### src/rtl/core/lbp_out_fifo.sv
`timescale 1ns / 1ps
// ----------------------------------------------------------------------------
// lbp_out_fifo
// Result buffer: takes up to two requests per cycle, hands out one while not stalled.
// ----------------------------------------------------------------------------
module lbp_out_fifo #(
    parameter int DATA_W = 31
) (
    input  logic              i_clk,
    input  logic              i_rst_n,
    input  logic              i_push0,
    input  logic [DATA_W-1:0] i_data0,
    input  logic              i_push1,   // only together with i_push0
    input  logic [DATA_W-1:0] i_data1,
    output logic [3:0]        o_count,
    output logic              o_valid,
    output logic [DATA_W-1:0] o_data,
    input  logic              i_stall
);

    localparam int DEPTH = 8;

    logic [DATA_W-1:0] r_buf [DEPTH];
    logic [2:0]        r_wr_ptr, n_wr_ptr;
    logic [2:0]        r_rd_ptr, n_rd_ptr;
    logic [3:0]        r_count,  n_count;
    logic              pop;
    logic [2:0]        wr_ptr_p1;

    assign pop       = (r_count != 4'd0) && !i_stall;
    assign wr_ptr_p1 = r_wr_ptr + 3'd1;

    // pointer and fill bookkeeping
    always_comb begin
        n_wr_ptr = r_wr_ptr + {1'b0, i_push0 && i_push1, i_push0 && !i_push1};
        n_rd_ptr = r_rd_ptr + {2'b00, pop};
        n_count  = r_count + {2'b00, i_push0 && i_push1, i_push0 && !i_push1}
                   - {3'b000, pop};
    end

    always_ff @(posedge i_clk) begin
        if (!i_rst_n) begin
            r_wr_ptr <= '0;
            r_rd_ptr <= '0;
            r_count  <= '0;
        end else begin
            r_wr_ptr <= n_wr_ptr;
            r_rd_ptr <= n_rd_ptr;
            r_count  <= n_count;
        end
    end

    // storage
    always_ff @(posedge i_clk) begin
        if (i_push0) begin
            r_buf[r_wr_ptr] <= i_data0;
        end
        if (i_push0 && i_push1) begin
            r_buf[wr_ptr_p1] <= i_data1;
        end
    end

    assign o_count = r_count;
    assign o_valid = (r_count != 4'd0);
    assign o_data  = r_buf[r_rd_ptr];

endmodule

### config.mk
export PLATFORM = sky130hd
export DESIGN_NAME = lbp_out_fifo
export DESIGN_NICKNAME = d
export VERILOG_FILES = /design/src/rtl/core/lbp_out_fifo.sv
export SDC_FILE = /design/constraint.sdc
export NUM_CORES = 1
export LEC_CHECK = 0
export ABC_AREA = 1
export BUFFER_PORTS_ARGS = -buffer_cell sky130_fd_sc_hd__buf_2
export CAP_MARGIN = 15
export CORE_MARGIN = 4
export CORE_UTILIZATION = 56
export DETAILED_ROUTE_END_ITERATION = 8
export PLACE_DENSITY = 0.78
export SLEW_MARGIN = 25
export SYNTH_ARGS = -nofsm -noshare
export SYNTH_HDL_FRONTEND = slang
export SYNTH_SLANG_ARGS = --single-unit
### constraint.sdc
create_clock -name i_clk -period 3.85 [get_ports i_clk]
set_clock_uncertainty 0.2 [all_clocks]
set_input_delay 0.77 -clock i_clk [delete_from_list [all_inputs] [get_ports i_clk]]
set_output_delay 0.77 -clock i_clk [all_outputs]
set_load 0.03 [all_outputs]
== Word level (Yosys, flattened, before mapping) ==
Memory sizes are Yosys's and may differ from the RTL's. A register that Yosys moved wholly into a read port is not among the register bits.
Cells that the tools add are included.
W data, S select, Z words.

* Flip-flop bits (word level): 10
* Bits in latches: 0
* Bits in writable memories: 248
* Memory bits (read-only): 0
* Input port bits: 67
* Output and inout bits: 36
* Word-level logic and storage cells: 20
* Memories: 1

{| class="wikitable"
|+ Memory list
! name !! words !! width !! read ports !! clocked after Yosys merged registers in !! write ports !! line !! text
|-
| r_buf || 8 || 31 || 1 || 1 || 2 || 23 || <nowiki>logic [DATA_W-1:0] r_buf [DEPTH];</nowiki>
|}

* Add/sub/neg operators: 5
* Multiply operators: 0
* Div/mod/pow operators: 0
* $lt $le $gt $ge: 0
* Eq/ne operators: 0
* Shifts and indexed selects: 0
* Muxes and demuxes: 5
* Bitwise logic cells: 0
* Reductions and logical operators: 6

{| class="wikitable"
|+ Operators with widths
! operator !! number
|-
| $add A4 B2 Y4 || 1
|-
| $mux W1 || 4
|-
| $reduce_bool A4 Y1 || 1
|-
| $sub A4 B1 Y4 || 1
|-
| $add A3 B1 Y3 || 1
|-
| $add A3 B1 Y3 const B || 1
|-
| $add A3 B2 Y3 || 1
|-
| $logic_and A1 B1 Y1 || 3
|-
| $mux W3 || 1
|-
| $logic_not A1 Y1 || 2
|}

== Logic depth before layout (Yosys ltp) ==
* Depth after elaboration: 4
* Depth in mapped cells: 12

== Least setup slack after synthesis ==
Ideal clock, no wire load.

* Path kind: input to register
* From: input port i_push0
* To: memory r_buf[0][0] (enable)
* Setup time: 462 ps
* Data arrival time: 3094 ps
* Path slack: 94 ps
* Cell stages on the path: 2
* Buffers on the path: 0
* Cells stage by stage: nand2_1 > o21ai_0

{| class="wikitable"
|+ RTL lines
! what !! line !! text
|-
| start: declaration || 11 || <nowiki>input logic i_push0,</nowiki>
|-
| end: declaration || 23 ||
|}

==> summary.txt <==
Min path
  – HP Start: i_rst_n
  – Worst hold path class: in -> reg
  – WHS Endpoint: o_count[0]
  – Cells on Worst Hold Path: 3

Floorplanning
  – Die Height: about 180 um
  – Core ar.: around 0.027 mm2
  – Placement row count: 60
  – Area of the die: 0.0307 mm2
  – Number of top-level pins: 103
  – Initial Utilization: 0.575
  – Die X: about 180 um

Routing
  – DR vias/cell: 5.94
  – DRC viols: 0
  – First-pass iteration count of the detailed router: 7
  – Iter 0 DRT Violations: 1903
  – Routed via count: approximately 14000
  – Final ANT Viol Nets: 0
  – Wirelength per Cell: 19.3 um
  – Total Wirelength: around 47000 um

Synth
  – Post-Syn Instances: roughly 2100
  – Synth warnings: 0
  – Ys async rst share: 0
  – Cell Area, Synth: 0.0157 mm2
  – Register area share after synthesis: 0.488
  – Syn nets: around 2200
  – Post-synth EDFFs: between 200 and 250
  – Number of synthesized register bits: 258
  – Count of different cell masters after synthesis: 21
  – Ys flop type: edfxtp_1
  – Syn Area/Cell: roughly 7.5 um2

Final layout
  – FF+latch area: about 0.0077 mm2
  – Utilization after layout: 0.625
  – Fillers: around 2300
  – Fin area: between 0.015 and 0.02 mm2
  – Layout cell share with drive strength beyond 1: 0.101
  – Layout Nets: 2124
  – Area Overhead vs Synth: 8.62%
  – Multi-input gate area: between 0.006 and 0.007 mm2

Worst setup path
  – Reg2reg start: r_wr_ptr[1]
  – Critical path data required time: approximately 2.9 ns
  – Reg2Reg Depth: 5
  – Data arrival, critical path: 2.62 ns
  – Critical path's top delay family: buffers and inverters
  – Critical Path, Cell by Cell: clkinv_2 > buf_4 > nand2_1 > nand3_1 > nand2_1 > nand2_1 > nand2_1 > buf_2
  – Crit-path slowest cell: clkinv_2
  – Slowest cell delay on critical path: 0.53 ns
  – CP max FO: 39
  – Reg-to-reg slack, setup: 0.85 ns
  – Cell mode on critical path: nand2_1
  – R2R Path End: r_buf[4][5]
  – Critical path launch point type: flip-flop
  – Crit path buffers/inverters: 3
  – Setup CP Type: reg -> out
  – Crit path from: r_rd_ptr[0]
  – CP Capture Type: output port

Pwr
  – Clock group share of total power: 0.297
  – Leakage Power: around 8.4 nW
  – Switching share of power: 0.368
  – Sequential share of power: 0.390
  – Combinational Power Share: 0.313
  – Pwr Total: roughly 0.0085 W
  – Int Power: about 0.0054 W
  – P_sw: around 0.0031 W
  – Power per standard cell area: 500 mW/mm2
  – Worst vdd ir: around 0.00038 V

Global routing
  – Vias in the first global route: between 10000 and 15000
  – Congestion Overflow GR: 0
  – First-pass GRT wire length: around 74000 um
  – Pin count of the biggest net entering global routing: 94
  – Initial antenna violation count: 7
  – Total GRT Usage: 0.298

Timing
  – RSZ-0062 raised after global routing: no
  – Slew HR: 0.303
  – Slew @ Worst Pin: 1.05 ns
  – Setup-failing EPs final: 0
  – Final max-slew violation count: 0
  – Hold Violations, Final: 0
  – Fmax: between 0.2 and 0.3 GHz
  – Post-route minimum period: roughly 3.6 ns
  – Total negative slack: 0 ns
  – Crit share post-route: 0.934

Clock network
  – Setup Buffers After CTS: 0
  – Num CTS Buffers: 28
  – Max H-tree Level: 1
  – Clock root cell: clkbuf_16
  – Clk_lat worst skew: 0.55 ns
  – Post_cts resized: 0
  – Clock slew at reported path FFs: around 0.060 ns
  – Cts hold-fix bufs: 0
  – Clock Path Buffers: 3
  – Clock sink count: approximately 260
  – TritonCTS clock tree: yes

Status
  – Status: finished clean

Placement
  – Placed cell area: 0.0162 mm2
  – Final Wtd Congestion: approximately 0.84
  – HPWL Detailed: approximately 26000 um
  – Port bufs: ~100

Flow run
  – Max Cap Violations: 0
-- layout by cell type, fill, tap and decap left out, types with 7 or more instances in the layout --
cell type and n:
buf_2 102, buf_4 39, clkbuf_1 8, clkbuf_16 29, clkinv_1 7, dfxtp_1 7, edfxtp_1 248, ha_1 7
inv_1 269, nand2_1 920, nand3_1 127, nand3_2 8, nand4_1 248, nor2_1 9, o21ai_4 8
-- logic make-up (layout without fill, tap and decap cells) --
kind of cell	after synthesis	count (layout)	synth area share
AOI/OAI and AO/OA	11	11	0.00351
xor gates and xnor gates	3	3	0.00168
adders and majority gates	10	10	0.00894
buffers and inverters	490	468	0.130
DFF	258	258	0.488
other	0	4	0
and+or+nand+nor	1316	1316	0.368
-- metrics by stage --
| stage | setup WS, ns | hold WS [ns] | cells |
|---|---|---|---|
| final | 0.256 | 0.300 | 2442 |
| after global routing | 0.162 | 0.307 | 2441 |
| after CTS | 0.288 | 0.296 | 2437 |
| after detailed placement | 0.867 | 0.378 | 2388 |
| after global placement | 0.798 | 0.371 | 2386 |
| after floorplan | 0.0935 | 0.330 | 2088 |
-- worst reg2reg max path: stages, from the launching register on --
cell and delay, ns:
dfxtp_1 0.47, ha_4 0.39, inv_4 0.50, buf_4 0.84, nand4_1 0.32, nand2_1 0.13
-- worst max path at each step --
| stage | end | cells after the start |
|---|---|---|
| 2_1_floorplan | r_buf[0][0] | 2 |
| 3_3_place_gp | r_buf[0][7] | 4 |
| 3_5_place_dp | r_buf[2][30] | 4 |
| 4_1_cts | o_data[1] | 8 |
| 5_1_grt | o_data[8] | 8 |
| 6_report | o_data[1] | 8 |
-- power groups by stage --
stage | Combinational (W) | Clock (W) | Sequential, W
global placement | 0.00254 | 0 | 0.00337
finish | 0.00267 | 0.00253 | 0.00332
global route | 0.00290 | 0.00267 | 0.00333
floorplan | 0.00184 | 0 | 0.00341
detailed placement | 0.00261 | 0 | 0.00338
CTS | 0.00262 | 0.00254 | 0.00332
-- Yosys cell counts, drive strengths merged (3+ instances only) --
master	n	area share
a21oi	3	0.00096
buf	137	0.046
clkbuf	80	0.019
dfxtp	10	0.013
edfxtp	248	0.47
ha	8	0.0064
inv	273	0.065
nand2	922	0.22
nand3	135	0.046
nand4	248	0.099
nor2	11	0.0026
o21ai	8	0.0026
-- flip-flops by register name, summed over array words and instances (netlist names) --
name and flops:
r_buf 248, o_count 4, r_rd_ptr 3, r_wr_ptr 3
-- area by class of cell --
type,count,share of cell area
diodes,4,0.000588
flip-flops and latches,258,0.449
repair buffers,146,0.0539
clock inverters,12,0.00470
well taps,372,0.0273
clock buffers,37,0.0444
inverters,273,0.0604
multi-input cells,1340,0.359
-- metal layers --
layer	vias to the layer above	GRT usage	wire length, um
li1	6648	-	-
met1	6676	0.378	17000
met2	993	0.507	22500
met3	171	0.0463	5520
met4	6	0.135	2020
met5	-	0	36
Note: power is estimated with default switching activity, not from simulation.
